===== src/rtl/core/bved_pkg.sv =====
`default_nettype none

package bved_pkg;

    localparam int MAX_READ_LENGTH = 256;
    localparam int MAX_THRESHOLD   = 15;
    localparam int ALPHABET        = 5;
    localparam int QUEUE_DEPTH     = 2;

    localparam int THR_W  = 4;
    localparam int BASE_W = 3;
    localparam int DIST_W = 5;
    localparam int POS_W  = 9;

    typedef enum logic [1:0] {
        K_PRELOAD,
        K_STEP,
        K_LAST
    } t_kind;

    typedef struct packed {
        t_kind             kind;
        logic [BASE_W-1:0] ref_base;
        logic [BASE_W-1:0] read_base;
    } t_item;

endpackage

`default_nettype wire


===== src/rtl/core/bved_front.sv =====
`default_nettype none

module bved_front #(
    parameter int QUEUE_DEPTH = bved_pkg::QUEUE_DEPTH
) (
    input  logic                        i_clk,
    input  logic                        i_rst_n,
    input  logic                        i_valid,
    output logic                        o_stall,
    input  logic                        i_action,
    input  logic [bved_pkg::BASE_W-1:0] i_ref_base,
    input  logic [bved_pkg::BASE_W-1:0] i_read_base,
    input  logic                        i_last,
    output bved_pkg::t_item             o_item,
    output logic                        o_item_valid,
    input  logic                        i_item_pop
);
    import bved_pkg::*;

    localparam int PW = $clog2(QUEUE_DEPTH);
    localparam int CW = $clog2(QUEUE_DEPTH + 1);

    t_item          r_mem [QUEUE_DEPTH];
    logic [PW-1:0]  r_wr;
    logic [PW-1:0]  r_rd;
    logic [CW-1:0]  r_cnt;
    logic [PW-1:0]  n_wr;
    logic [PW-1:0]  n_rd;
    t_item          item;
    logic           push;
    logic           pop;

    // classify: last only counts on a step
    always_comb begin
        item.ref_base  = i_ref_base;
        item.read_base = i_read_base;
        if (!i_action) begin
            item.kind = K_PRELOAD;
        end else if (i_last) begin
            item.kind = K_LAST;
        end else begin
            item.kind = K_STEP;
        end
    end

    assign o_stall      = (r_cnt == CW'(QUEUE_DEPTH));
    assign o_item_valid = (r_cnt != '0);
    assign push         = i_valid && !o_stall;
    assign pop          = i_item_pop && o_item_valid;
    assign o_item       = r_mem[r_rd];
    assign n_wr         = (r_wr == PW'(QUEUE_DEPTH - 1)) ? '0 : r_wr + 1'b1;
    assign n_rd         = (r_rd == PW'(QUEUE_DEPTH - 1)) ? '0 : r_rd + 1'b1;

    always_ff @(posedge i_clk) begin
        if (push) begin
            r_mem[r_wr] <= item;
        end
    end

    always_ff @(posedge i_clk) begin
        if (!i_rst_n) begin
            r_wr  <= '0;
            r_rd  <= '0;
            r_cnt <= '0;
        end else begin
            if (push) begin
                r_wr <= n_wr;
            end
            if (pop) begin
                r_rd <= n_rd;
            end
            if (push && !pop) begin
                r_cnt <= r_cnt + 1'b1;
            end else if (pop && !push) begin
                r_cnt <= r_cnt - 1'b1;
            end
        end
    end

endmodule

`default_nettype wire


===== src/rtl/core/bved_back.sv =====
`default_nettype none

module bved_back #(
    parameter int MAX_READ_LENGTH = bved_pkg::MAX_READ_LENGTH,
    parameter int ALPHABET        = bved_pkg::ALPHABET
) (
    input  logic                        i_clk,
    input  logic                        i_rst_n,
    input  logic [bved_pkg::THR_W-1:0]  i_max_errors,
    input  bved_pkg::t_item             i_item,
    input  logic                        i_item_valid,
    output logic                        o_item_pop,
    output logic                        o_valid,
    input  logic                        i_stall,
    output logic [bved_pkg::DIST_W-1:0] o_distance,
    output logic                        o_found,
    output logic [bved_pkg::POS_W-1:0]  o_end_position
);
    import bved_pkg::*;

    localparam int VW  = 2 * MAX_THRESHOLD + 1;
    localparam int IW  = $clog2(VW);
    localparam int ECW = $clog2(3 * MAX_THRESHOLD + 2);
    localparam int SW  = ECW + 2;
    localparam int RCW = $clog2(MAX_READ_LENGTH + 1);

    typedef enum logic {
        S_RUN,
        S_SCAN
    } t_state;

    t_state                r_state;
    logic [VW-1:0]         r_mask [ALPHABET];
    logic [VW-1:0]         r_vp;
    logic [VW-1:0]         r_vn;
    logic [ECW-1:0]        r_cnt;
    logic [RCW-1:0]        r_rc;
    logic                  r_stop;
    logic signed [SW-1:0]  r_cur;
    logic [DIST_W-1:0]     r_best;
    logic                  r_hit;
    logic [POS_W-1:0]      r_pos;
    logic [POS_W-1:0]      r_walk;
    logic [IW-1:0]         r_idx;
    logic                  r_out_valid;
    logic [DIST_W-1:0]     r_distance;
    logic                  r_found;
    logic [POS_W-1:0]      r_end;

    logic [VW-1:0]         m_new [ALPHABET];
    logic [VW-1:0]         top;
    logic [VW-1:0]         eq;
    logic [VW-1:0]         x;
    logic [VW-1:0]         d0;
    logic [VW-1:0]         hn;
    logic [VW-1:0]         hp;
    logic [VW-1:0]         xs;
    logic [VW-1:0]         n_vp;
    logic [VW-1:0]         n_vn;
    logic [ECW-1:0]        n_cnt;
    logic [ECW-1:0]        cnt_inc;
    logic [ECW-1:0]        thr3;
    logic                  n_stop;
    logic [RCW-1:0]        n_rc;
    logic [POS_W-1:0]      site;
    logic                  init_hit;
    logic [DIST_W-1:0]     limit;
    logic [DIST_W-1:0]     init_best;
    logic signed [SW-1:0]  cur_next;
    logic signed [SW-1:0]  e_s;
    logic signed [SW-1:0]  best_s;
    logic [POS_W-1:0]      walk_next;
    logic                  better;
    logic                  done;
    logic                  out_free;
    logic                  finish;

    // band top bit and shifted masks
    always_comb begin
        top = VW'(1) << {i_max_errors, 1'b0};
        eq  = '0;
        for (int a = 0; a < ALPHABET; a++) begin
            m_new[a] = (r_mask[a] >> 1) | ((int'(i_item.ref_base) == a) ? top : '0);
            if (int'(i_item.read_base) == a) begin
                eq = m_new[a];
            end
        end
    end

    // vector update for one read base
    always_comb begin
        x       = eq | r_vn;
        d0      = ((r_vp + (x & r_vp)) ^ r_vp) | x;
        hn      = r_vp & d0;
        hp      = r_vn | ~(r_vp | d0);
        xs      = d0 >> 1;
        cnt_inc = r_cnt + 1'b1;
        thr3    = ECW'({i_max_errors, 1'b0}) + ECW'(i_max_errors);
        n_vp    = r_vp;
        n_vn    = r_vn;
        n_cnt   = r_cnt;
        n_stop  = r_stop;
        if (!r_stop) begin
            n_vn = xs & hp;
            n_vp = hn | ~(xs | hp);
            if (!d0[0]) begin
                n_cnt  = cnt_inc;
                n_stop = (cnt_inc > thr3);
            end
        end
        n_rc      = (r_rc < RCW'(MAX_READ_LENGTH)) ? r_rc + 1'b1 : r_rc;
        site      = POS_W'(n_rc - 1'b1);
        limit     = DIST_W'({1'b0, i_max_errors}) + DIST_W'(1);
        init_hit  = !n_stop && (n_cnt <= ECW'(i_max_errors));
        init_best = init_hit ? DIST_W'(n_cnt) : limit;
    end

    // one band bit per scan cycle
    always_comb begin
        e_s       = SW'(i_max_errors);
        best_s    = SW'(r_best);
        cur_next  = r_cur + SW'(r_vp[0]) - SW'(r_vn[0]);
        walk_next = r_walk + 1'b1;
        better    = !cur_next[SW-1] && (cur_next <= e_s) && (cur_next < best_s);
        done      = r_stop || (r_idx == IW'({i_max_errors, 1'b0}));
        out_free  = !r_out_valid || !i_stall;
        finish    = (r_state == S_SCAN) && done && out_free;
    end

    assign o_item_pop     = i_item_valid && (r_state == S_RUN);
    assign o_valid        = r_out_valid;
    assign o_distance     = r_distance;
    assign o_found        = r_found;
    assign o_end_position = r_end;

    always_ff @(posedge i_clk) begin
        if (!i_rst_n) begin
            r_state     <= S_RUN;
            r_mask      <= '{default: '0};
            r_vp        <= '0;
            r_vn        <= '0;
            r_cnt       <= '0;
            r_rc        <= '0;
            r_stop      <= 1'b0;
            r_out_valid <= 1'b0;
        end else begin
            if (r_out_valid && !i_stall && !finish) begin
                r_out_valid <= 1'b0;
            end
            unique case (r_state)
                S_RUN: begin
                    if (o_item_pop) begin
                        unique case (i_item.kind)
                            K_PRELOAD: begin
                                r_mask <= m_new;
                            end
                            K_STEP: begin
                                r_mask <= m_new;
                                r_vp   <= n_vp;
                                r_vn   <= n_vn;
                                r_cnt  <= n_cnt;
                                r_stop <= n_stop;
                                r_rc   <= n_rc;
                            end
                            K_LAST: begin
                                r_mask  <= '{default: '0};
                                r_vp    <= n_vp;
                                r_vn    <= n_vn;
                                r_cnt   <= n_cnt;
                                r_stop  <= n_stop;
                                r_rc    <= n_rc;
                                r_cur   <= SW'(n_cnt);
                                r_best  <= init_best;
                                r_hit   <= init_hit;
                                r_pos   <= site;
                                r_walk  <= site;
                                r_idx   <= '0;
                                r_state <= S_SCAN;
                            end
                            default: begin
                            end
                        endcase
                    end
                end
                S_SCAN: begin
                    if (done) begin
                        if (out_free) begin
                            r_out_valid <= 1'b1;
                            r_distance  <= r_best;
                            r_found     <= r_hit;
                            r_end       <= r_hit ? r_pos : '0;
                            r_vp        <= '0;
                            r_vn        <= '0;
                            r_cnt       <= '0;
                            r_rc        <= '0;
                            r_stop      <= 1'b0;
                            r_state     <= S_RUN;
                        end
                    end else begin
                        r_cur  <= cur_next;
                        r_vp   <= r_vp >> 1;
                        r_vn   <= r_vn >> 1;
                        r_idx  <= r_idx + 1'b1;
                        r_walk <= walk_next;
                        if (better) begin
                            r_best <= DIST_W'(cur_next);
                            r_pos  <= walk_next;
                            r_hit  <= 1'b1;
                        end
                    end
                end
                default: begin
                    r_state <= S_RUN;
                end
            endcase
        end
    end

`ifndef NO_ASSERTIONS
    a_no_pop_in_scan: assert property (@(posedge i_clk) disable iff (!i_rst_n)
        (r_state == S_SCAN) |-> !o_item_pop)
        else $error("item taken during band scan");

    a_scan_bound: assert property (@(posedge i_clk) disable iff (!i_rst_n)
        (r_state == S_SCAN) |-> (r_idx <= IW'({i_max_errors, 1'b0})))
        else $error("scan index past band");

    a_found_within: assert property (@(posedge i_clk) disable iff (!i_rst_n)
        (r_out_valid && r_found) |-> (r_distance <= {1'b0, i_max_errors}))
        else $error("found result above threshold");

    a_miss_result: assert property (@(posedge i_clk) disable iff (!i_rst_n)
        (r_out_valid && !r_found) |->
        (r_end == '0 && r_distance == ({1'b0, i_max_errors} + DIST_W'(1))))
        else $error("miss result malformed");

    a_clear_after: assert property (@(posedge i_clk) disable iff (!i_rst_n)
        finish |=> (r_out_valid && r_vp == '0 && r_cnt == '0 && !r_stop))
        else $error("state not cleared after result");
`endif

endmodule

`default_nettype wire


===== src/rtl/core/banded_bitvector_edit_distance.sv =====
`default_nettype none

// channel    direction  handshake              payload
// input      in         i_valid / o_stall      i_action, i_ref_base, i_read_base, i_last
// result     out        o_valid / i_stall      o_distance, o_found, o_end_position
// config     in         i_cfg_valid / o_cfg_ready  i_max_errors
//
// preload and step items run one per cycle through a small queue into the engine while it
// is not scanning; a last step is one update, a scan at one band bit per cycle, then a load
// of the result register once the output is free (the scan ends early after a stop)
// reset clears masks, vectors, counters and the queue; max_errors returns to 3
// a stalled result holds in its register while later items keep being taken

module banded_bitvector_edit_distance #(
    parameter int MAX_READ_LENGTH = bved_pkg::MAX_READ_LENGTH,
    parameter int ALPHABET        = bved_pkg::ALPHABET,
    parameter int QUEUE_DEPTH     = bved_pkg::QUEUE_DEPTH
) (
    input  logic                        i_clk,
    input  logic                        i_rst_n,
    input  logic                        i_valid,
    output logic                        o_stall,
    input  logic                        i_action,
    input  logic [bved_pkg::BASE_W-1:0] i_ref_base,
    input  logic [bved_pkg::BASE_W-1:0] i_read_base,
    input  logic                        i_last,
    output logic                        o_valid,
    input  logic                        i_stall,
    output logic [bved_pkg::DIST_W-1:0] o_distance,
    output logic                        o_found,
    output logic [bved_pkg::POS_W-1:0]  o_end_position,
    input  logic                        i_cfg_valid,
    output logic                        o_cfg_ready,
    input  logic [bved_pkg::THR_W-1:0]  i_max_errors
);
    import bved_pkg::*;

    logic [THR_W-1:0] r_max_errors;
    t_item            item;
    logic             item_valid;
    logic             item_pop;

    assign o_cfg_ready = 1'b1;

    always_ff @(posedge i_clk) begin
        if (!i_rst_n) begin
            r_max_errors <= THR_W'(3);
        end else if (i_cfg_valid && o_cfg_ready) begin
            r_max_errors <= i_max_errors;
        end
    end

    bved_front #(
        .QUEUE_DEPTH (QUEUE_DEPTH)
    ) u_front (
        .i_clk        (i_clk),
        .i_rst_n      (i_rst_n),
        .i_valid      (i_valid),
        .o_stall      (o_stall),
        .i_action     (i_action),
        .i_ref_base   (i_ref_base),
        .i_read_base  (i_read_base),
        .i_last       (i_last),
        .o_item       (item),
        .o_item_valid (item_valid),
        .i_item_pop   (item_pop)
    );

    bved_back #(
        .MAX_READ_LENGTH (MAX_READ_LENGTH),
        .ALPHABET        (ALPHABET)
    ) u_back (
        .i_clk          (i_clk),
        .i_rst_n        (i_rst_n),
        .i_max_errors   (r_max_errors),
        .i_item         (item),
        .i_item_valid   (item_valid),
        .o_item_pop     (item_pop),
        .o_valid        (o_valid),
        .i_stall        (i_stall),
        .o_distance     (o_distance),
        .o_found        (o_found),
        .o_end_position (o_end_position)
    );

endmodule

`default_nettype wire

===== config.mk =====
export PLATFORM = sky130hd
export DESIGN_NAME = banded_bitvector_edit_distance
export DESIGN_NICKNAME = d
export VERILOG_FILES = /design/src/rtl/core/bved_pkg.sv /design/src/rtl/core/bved_front.sv /design/src/rtl/core/bved_back.sv /design/src/rtl/core/banded_bitvector_edit_distance.sv
export SDC_FILE = /design/constraint.sdc
export NUM_CORES = 1
export LEC_CHECK = 0
export BUFFER_PORTS_ARGS = -buffer_cell sky130_fd_sc_hd__buf_4
export CAP_MARGIN = 20
export CORE_ASPECT_RATIO = 1.2
export CORE_MARGIN = 2
export CORE_UTILIZATION = 35
export CTS_CLUSTER_SIZE = 14
export DETAILED_ROUTE_END_ITERATION = 8
export HOLD_SLACK_MARGIN = 0.02
export PLACE_DENSITY = 0.61
export SLEW_MARGIN = 20
export SYNTH_ARGS = -nofsm -noshare
export SYNTH_HDL_FRONTEND = slang
export SYNTH_HIERARCHICAL = 1
export SYNTH_SLANG_ARGS = --single-unit

===== constraint.sdc =====
create_clock -name i_clk -period 4.44 [get_ports i_clk]
set_input_delay 0.222 -clock i_clk [delete_from_list [all_inputs] [get_ports i_clk]]
set_output_delay 0.222 -clock i_clk [all_outputs]
set_load 0.02 [all_outputs]

Word level (Yosys, flattened, before mapping)

Memory sizes are Yosys's and may differ from the RTL's. A register that Yosys moved wholly into a read port is not among the register bits.
Cells that the tools add are included.

Register bits: 295
Bits in writable memories: 16
Bits of input ports: 17
Word-level logic and storage cells: 208
Memories kept: 1

Memory list:

| memory        | words | width | read ports | clocked after memory_dff | write ports | RTL line         | RTL |
|---|---|---|---|---|---|---|---|
| u_front.r_mem | 2     | 8     | 1          | 1                        | 1           | bved_front.sv:23 | `t_item r_mem [QUEUE_DEPTH];` |

Add/sub/neg operators: 14
Magnitude comparators: 5
Equal/unequal tests: 21
Shifts and indexed selects: 1
Multiplexer cells: 87
Bitwise gates (word level): 18
Reduce and logical (&&, ||, !) cells: 36

Operator list:

| operator             | count |
|---|---|
| $mux 31              | 19 |
| $pmux 155 s2         | 1 |
| $or 30x31->31        | 6 |
| $or 31x31->31        | 5 |
| $pmux 31 s2          | 2 |
| $mux 9               | 10 |
| $and 31x31->31       | 2 |
| $not 31->31          | 2 |
| $pmux 9 s2           | 3 |
| $mux 5               | 8 |
| $mux 6               | 6 |
| $add 31x31->31       | 1 |
| $and 30x31->31       | 1 |
| $shl 1x5->31 const A | 1 |
| $xor 31x31->31       | 1 |
| $mux 1               | 24 |
| $mux 8               | 3 |
| $pmux 5 s2           | 2 |
| $add 9x1->9 const B  | 2 |
| $eq 3x3->1 const B   | 6 |
| $ne 2x2->1 const B   | 8 |
| $pmux 8 s2           | 1 |
| $reduce_and 4->1     | 4 |
| $logic_and 1x1->1    | 12 |
| other kinds (32)     | 52 |

Logic depth before layout (Yosys ltp)

Gate-level depths: netlist of the first run.

Word-level depth: 23
Depth in mapped cells: 21

Modules after synthesis

The synthesis of the first run kept the hierarchy.

By module, submodules not included:

| module                         | instances | cells each | area an instance (um^2) | seq. area each (um^2) |
|---|---|---|---|---|
| bved_back                      | 1         | 2,118      | 17,121.4                | 6,145.9 |
| bved_front                     | 1         | 52         | 824.5                   | 580.6 |
| banded_bitvector_edit_distance | 1         | 15         | 156.4                   | 80.1 |

Worst setup path after synthesis of the first run

No wires, ideal clock.

Path type: flip-flop to flip-flop
From: register (tool-made name)
To: register u_back.r_best[3] (data pin)
Arrival time: 4,463 ps
Data required time: 4,180 ps
Setup slack: -283 ps
Cell stages (with the launch flop): 20
Path buffers: 3
Clock period less this slack: 4,723 ps
Cells stage by stage: dfxtp_1 buf_2 mux2_2 buf_6 buf_6 or2_2 a311o_1 a31oi_1 nand2_1 nor2_1 mux2_2 ha_1 nor2b_1 o21ai_0 nand2b_1 a21oi_1 a41oi_1 nor3_1 or2_2 mux2_2

RTL lines:

| element                | RTL line         | RTL |
|---|---|---|
| end signal: assignment | bved_back.sv:173 | `r_best <= init_best;` |
| end signal: assignment | bved_back.sv:206 | `r_best <= DIST_W'(cur_next);` |
| end: declaration       | bved_back.sv:40  | `logic [DIST_W-1:0] r_best;` |

==> run_results.csv, run 1 <==
group,metric,value,unit
floorplan,num_rows,91,
setup_path,required,4880,ps
cts,cts_buffer_depth,3,
place,hpwl,41.2,mm
setup_path,critPathKind,"reg2reg",
routing,dr.pass1.iters,6,
timing,slew-limit-headroom,0.286,
setup_path,critPathArrivalTime,4640,ps
synth,synthTopCellsByArea,"dfxtp_1 26%, edfxtp_1 11%, a21oi_1 8.5%",
timing,maxSlewViolCount,0,
floorplan,dieArea,53600,um2
outcome,status,"finished clean",
synth,synth.avg_cell_area,8.28,um2
floorplan,coreArea,51200,um2
routing,avgRoutedWirePerCell,20.1,um
timing,fin_crit_sh,0.946,
setup_path,cp_max_fo,10,
hold_path,hp-class,"in2reg",
flow_run,cap_viol_max_count,0,
global_route,grt_first_pass_wirelength,91.8,mm
setup_path,crit_top_cell,"nor3_1",
synth,ys_ff_latch,306,
pwr,intPower,6690,uW
timing,max_freq,0.238,GHz
place,numPortBuffers,33,
place,routabilityCongestion,0.931,
setup_path,critPathCaptureType,"flop",
synth,synth_nets,2249,
global_route,grt_max_degree,140,
cts,numCtsBuffers,36,
synth,yosysSeqAreaShare,0.376,
cts,ctsHtreeMaxLevel,2,
timing,rsz0062_at_grt,"no",
global_route,antenna_found_initial,0,
hold_path,holdPathStages,3,
pwr,switchingPower,5040,uW
timing,hold_viol,0,
layout,fin_cells,2889,
pwr,sequentialPowerShare,0.305,
routing,via_count,16900,
routing,drc_errors,0,
synth,synth-edff-count,68,
pwr,p_sw_frac,0.430,
synth,yosysWarnings,6,
layout,nNetsFinal,2276,
floorplan,io_pins,35,
synth,synth_top_area_frac,0.263,
synth,synth_area,18100,um2
setup_path,critPathLaunchType,"flop",
pwr,power,11700,uW
cts,path_clk_slew,60,ps
cts,clock-sinks,306,
pwr,vdd_ir_drop_max,0.391,mV
floorplan,start_util,0.353,
routing,wl,58.2,mm
cts,tritoncts,"built",
timing,fin_crit,4200,ps
pwr,power-per-cell-area,569,nW/um2
routing,viasPerCell,5.85,
global_route,grt-ovfl-total,0,
place,placed_cells_incl_taps,2809,
layout,n_antenna_cell,0,
pwr,power_frac_clock,0.250,
routing,drt-initial-drc-count,1448,
synth,synthCells,2185,
synth,synth_top_cell_by_area,"dfxtp_1",
floorplan,die_h,253,um
synth,synth_cell_types,109,
layout,area_delta_synth_final,13.8,%
setup_path,rr_worst_depth,14,
synth,synth_ff_type,"dfxtp_1",
routing,ant_nets,0,
setup_path,max_stage_delay,490,ps
pwr,leakage,0.00759,uW
layout,drive_above_1_share,0.126,
pwr,combPwrFrac,0.445,
global_route,grt_usage,0.217,
setup_path,rrSetupSlack,240,ps
cts,clock_latency,550,ps
synth,async_flop_share,0,
timing,worst_pin_slew,1070,ps
timing,finalSetupViolCount,0,
floorplan,fp.dieW,212,um
setup_path,crit_path_cell_trace,"mux2_2 -> buf_12 -> buf_4 -> or2_1 -> o32ai_1 -> or3_1 -> nor3_1 -> nand4_2 -> a2111oi_2 -> o21ai_1 -> a211oi_1 -> nor3_1 -> nor2b_1 -> o311a_1",
global_route,grt_pass1_vias,16400,
timing,fin_skew,13.2,ps
timing,finalSetupTns,0,ps
setup_path,critPathSlowestCell,"a2111oi_2",
cts,cts_root_buf,"clkbuf_16",
power groups by stage:
stage | Clock [uW] | Combinational [uW] | Sequential [uW]
finish | 2930 | 5210 | 3580
global route | 3130 | 5680 | 3620
CTS | 3000 | 5130 | 3560
detailed placement | 0 | 5080 | 3620
global placement | 0 | 5010 | 3610
floorplan | 0 | 3650 | 3440
logic make-up after synthesis:
family                     count (synthesis)  share of synthesized area
other                                      1                   0.000207
and+or+nand+nor                          810                      0.229
adders and majority gates                 51                     0.0355
xor gates and xnor gates                  53                     0.0261
muxes                                     49                     0.0311
AOI/OAI and AO/OA                        698                      0.248
DFF                                      306                      0.376
buffers and inverters                    217                     0.0543
path summary, 6_finish.rpt:
| check | endpoint | startpoint |
|---|---|---|
| worst max register to register | u_back/r_vn[27]$_SDFFE_PN0P_ | flop |
| worst min register to register | u_back/o_distance[4]$_DFFE_PP_ | u_back/r_best[4]$_DFFE_PP_ |
| worst max-delay path | u_back/r_vn[27]$_SDFFE_PN0P_ | flop |
| worst min-delay path | u_front/r_wr$_SDFFE_PN0P_ | i_valid |
synth_stat cells (17+ instances only):
cell type  number
and2_1         34
mux2i_1        27
a211oi_1       19
a21o_1         28
edfxtp_1       68
o21bai_1       21
mux2_2         17
inv_1          54
dfxtp_1       238
nor3b_1        78
o211ai_1       17
xnor2_1        32
xor2_1         20
nor2_1        332
o21ai_0        79
nor3_1         47
a21oi_1       308
a22oi_1        33
nand2_1       114
nor2b_1        20
clkbuf_1      114
nand3_1        48
a31oi_1        20
and3_1         17
ha_1           45
through the flow:
stage,instance area [um2],worst slack (ps),hold slack (ps),utilization
floorplan,18100,20.7,284,-
global placement,19200,5.16,409,0.375
detailed placement,19200,-102,413,0.376
CTS,20600,16.4,30.2,0.401
global route,20600,16.9,28.9,0.402
finish,20600,239,47.7,0.402
flip-flops by register name (all words and copies together) (netlist names), 5 cells and up, named ones only:
register and flops:
u_back/o_distance 5, u_back/o_end_position 9, u_back/r_best 5, u_back/r_cnt 6, u_back/r_cur 8, u_back/r_idx 5
u_back/r_mask 150, u_back/r_pos 9, u_back/r_rc 9, u_back/r_vn 30, u_back/r_vp 31, u_back/r_walk 9
u_front/r_mem 16
metal layers:
| metal | vias to the layer above | global-route usage | share of wire |
|---|---|---|---|
| li1 | 7999 | - | - |
| met1 | 8221 | 0.273 | 0.42 |
| met2 | 559 | 0.366 | 0.48 |
| met3 | 117 | 0.0320 | 0.060 |
| met4 | 0 | 0.0982 | 0.040 |
| met5 | - | 0 | 0 |
final cells by class:
class | count | area, um2
Multi-Input combinational cell | 1662 | 10400
Timing Repair Buffer | 148 | 1200
Inverter | 58 | 223
Clock buffer | 46 | 991
Fill cell | 5230 | 30600
Sequential cell | 306 | 6810
Clock inverter | 18 | 161
Tap cell | 651 | 815
layout by cell type, fill, tap and decap left out, types with 27 or more instances in the layout:
cell and instances:
ha_1 44, and2_1 33, edfxtp_1 68, xnor2_1 32, a22oi_1 33, mux2i_1 27, o21ai_0 78, clkbuf_16 38
inv_1 54, nand2_1 113, a21oi_1 308, a21o_1 28, dfxtp_1 236, nor3b_1 78, nor3_1 45, buf_4 128
nand3_1 48, nor2_1 329
what timing repair did:
action | 4_1_cts | 5_1_grt
setup buffers | 0 | 0
hold endpoints to repair | 20 | 0
resized for setup | 3 | 9
setup endpoints to repair | 8 | 42
pin swaps | 0 | 4
hold buffers | 16 | 0
critical path: cells and delay by family, from the launching register on:
family,cells,cell delay [ps]
muxes,1,310
DFF,1,370
AOI/OAI and AO/OA,5,1490
buffers and inverters,2,320
and+or+nand+nor,6,1580
Power figures use the tool's default switching activity.
==> run 2, diff against run 1 <==
--- a/config.mk
+++ b/config.mk
@@ -7,13 +7,16 @@
 export LEC_CHECK = 0
 export BUFFER_PORTS_ARGS = -buffer_cell sky130_fd_sc_hd__buf_4
 export CAP_MARGIN = 20
+export CELL_PAD_IN_SITES_DETAIL_PLACEMENT = 0
+export CELL_PAD_IN_SITES_GLOBAL_PLACEMENT = 1
 export CORE_ASPECT_RATIO = 1.2
 export CORE_MARGIN = 2
 export CORE_UTILIZATION = 35
+export CTS_CLUSTER_DIAMETER = 120
 export CTS_CLUSTER_SIZE = 14
 export DETAILED_ROUTE_END_ITERATION = 8
 export HOLD_SLACK_MARGIN = 0.02
-export PLACE_DENSITY = 0.61
+export PLACE_DENSITY = 0.74
 export SLEW_MARGIN = 20
 export SYNTH_ARGS = -nofsm -noshare
 export SYNTH_HDL_FRONTEND = slang
==> run 2 against run 1 <==
Net effect: combinational power is 2% higher; first-iteration DRC count is 9.9% lower; highest routed layer unchanged; setup slack worse by 1.2 ps.
==> run_results.csv, run 2 (same netlist as run 1, synthesis figures left out) <==
group,metric,value,unit
outcome,status,"finished clean",
global_route,grt_first_pass_wirelength,92.6,mm
setup_path,critPathLaunchType,"flop",
timing,slew-limit-headroom,0.333,
timing,fin_skew,24.5,ps
routing,via_count,16800,
hold_path,holdPathStages,2,
pwr,leakage,0.00743,uW
setup_path,cp_max_fo,6,
routing,ant_nets,0,
setup_path,required,4920,ps
layout,fillers,5256,
global_route,grt_usage,0.219,
timing,max_freq,0.238,GHz
layout,post-route-cell-area,20300,um2
layout,area_delta_synth_final,12.0,%
place,dpl_cell_area,19300,um2
setup_path,rr_worst_depth,14,
pwr,power-per-cell-area,542,nW/um2
layout,top_regs,"u_back/r_mask (150), u_back/r_vp (31), u_back/r_vn (30)",
setup_path,critPathKind,"reg2reg",
timing,rsz0062_at_grt,"no",
cts,path_clk_slew,70,ps
timing,fin_crit_sh,0.946,
cts,numCtsBuffers,25,
cts,ctsHtreeMaxLevel,1,
layout,fin_cells,2873,
layout,drive_above_1_share,0.122,
layout,largest_register_ffs,150,
floorplan,start_util,0.353,
setup_path,critPathCaptureType,"flop",
timing,hold_viol,0,
floorplan,coreArea,51200,um2
routing,wl,59.8,mm
routing,avgRoutedWirePerCell,20.8,um
place,routabilityCongestion,0.927,
setup_path,critPathArrivalTime,4680,ps
setup_path,critPathSlowestCell,"or4_1",
setup_path,max_stage_delay,480,ps
global_route,grt_max_degree,139,
timing,worst_pin_slew,1000,ps
place,numPortBuffers,33,
cts,cts_buffer_depth,3,
global_route,grt-ovfl-total,0,
layout,final_common_cell,"nor2_1",
layout,layout_common_cells,"328 x nor2_1, 307 x a21oi_1, 236 x dfxtp_1",
layout,nNetsFinal,2279,
hold_path,hp-class,"in2reg",
global_route,grt_pass1_vias,16100,
routing,drt-initial-drc-count,1304,
flow_run,cap_viol_max_count,0,
floorplan,fp.dieW,212,um
floorplan,dieArea,53600,um2
cts,clock-sinks,306,
floorplan,die_h,253,um
setup_path,crit_path_cell_trace,"mux2_2 -> or2_2 -> a311o_1 -> a31oi_4 -> nand2_2 -> and2_1 -> ha_1 -> or3_1 -> o21ai_2 -> a211o_1 -> a21oi_1 -> a211o_1 -> or4_1 -> a21oi_1",
setup_path,r2r_end,"u_back/r_vp[19]$_SDFFE_PN0P_",
pwr,power,11000,uW
layout,multiInputGateArea,10400,um2
layout,n_antenna_cell,0,
pwr,vdd_ir_drop_max,0.303,mV
hold_path,min_from,"i_rst_n",
floorplan,io_pins,35,
setup_path,rrSetupSlack,240,ps
global_route,antenna_found_initial,0,
layout,top_register,"u_back/r_mask",
routing,dr.pass1.iters,7,
hold_path,hold_end,"r_max_errors[1]$_SDFFE_PN1P_",
place,hpwl,42.4,mm
place,placed_cells_incl_taps,2819,
routing,viasPerCell,5.85,
cts,cts_root_buf,"clkbuf_16",
timing,fin_crit,4200,ps
cts,tritoncts,"built",
floorplan,num_rows,91,
timing,maxSlewViolCount,0,
cts,clock_latency,560,ps
timing,finalHoldWorstSlack,83.2,ps
timing,finalSetupViolCount,0,
layout,regArea,6810,um2
routing,drc_errors,0,
run 2: cell types whose count changed in the layout (fill, tap and decap cells not counted), sizes merged:
cell | before | now
buf | 132 | 145
clkinv | 14 | 1
clkbuf | 46 | 34
bufinv | 2 | 0
clkinvlp | 2 | 0
dlygate4sd3 | 16 | 17
inv | 58 | 57
run 2: layout make-up:
type | instances | share of cell area
Timing Repair Buffer | 162 | 0.0658
Inverter | 58 | 0.0110
Sequential cell | 306 | 0.336
Clock buffer | 34 | 0.0330
Multi-Input combinational cell | 1662 | 0.514
Tap cell | 651 | 0.0402
run 2: worst max-delay path, delay by kind of cell (launching register included):
| kind | cells | cell delay [ps] |
|---|---|---|
| compound gates | 7 | 1650 |
| fa+ha+maj | 1 | 210 |
| flops | 1 | 380 |
| mux | 1 | 390 |
| simple gates | 5 | 1510 |
run 2: per-layer routing:
metal  track usage  up-vias  part of all wire
met2         0.376      511              0.48
met3        0.0195       96             0.045
met5             0        -                 0
li1              -     7977                 -
met4        0.0793        0             0.032
met1         0.286     8232              0.44
run 2: how the worst max path moves through the flow:
stage / end
final: u_back/r_vp[19]$_SDFFE_PN0P_
after global routing: u_back/r_best[0]$_DFFE_PP_
after CTS: u_back/r_vp[29]$_SDFFE_PN0P_
after detailed placement: u_back/r_vn[18]$_SDFFE_PN0P_
after floorplan: u_back/r_best[3]$_DFFE_PP_
after global placement: u_back/r_vn[28]$_SDFFE_PN0P_
run 2: timing repair:
item,CTS,global route
gates resized for setup,4,15
endpoints found under the setup margin,4,38
pin swaps,0,6
endpoints found under the hold margin,21,0
setup buffers,0,3
hold buffers,17,0
run 2: per-stage QoR:
| stage | utilization | setup TNS (ps) | worst slack [ps] |
|---|---|---|---|
| 3_5_place_dp | 0.377 | -11.2 | -4.07 |
| 6_report | 0.396 | 0 | 238 |
| 2_1_floorplan | - | 0 | 20.7 |
| 5_1_grt | 0.396 | 0 | 2.13 |
| 4_1_cts | 0.394 | -9.05 | -9.05 |
| 3_3_place_gp | 0.377 | 0 | 51.1 |
run 2: power breakdown:
group	switching, uW	leakage (uW)	internal [uW]	total, uW
Combinational	3490	0.00455	1860	5340
Clock	1030	0.000325	1040	2070
Sequential	389	0.00255	3200	3590
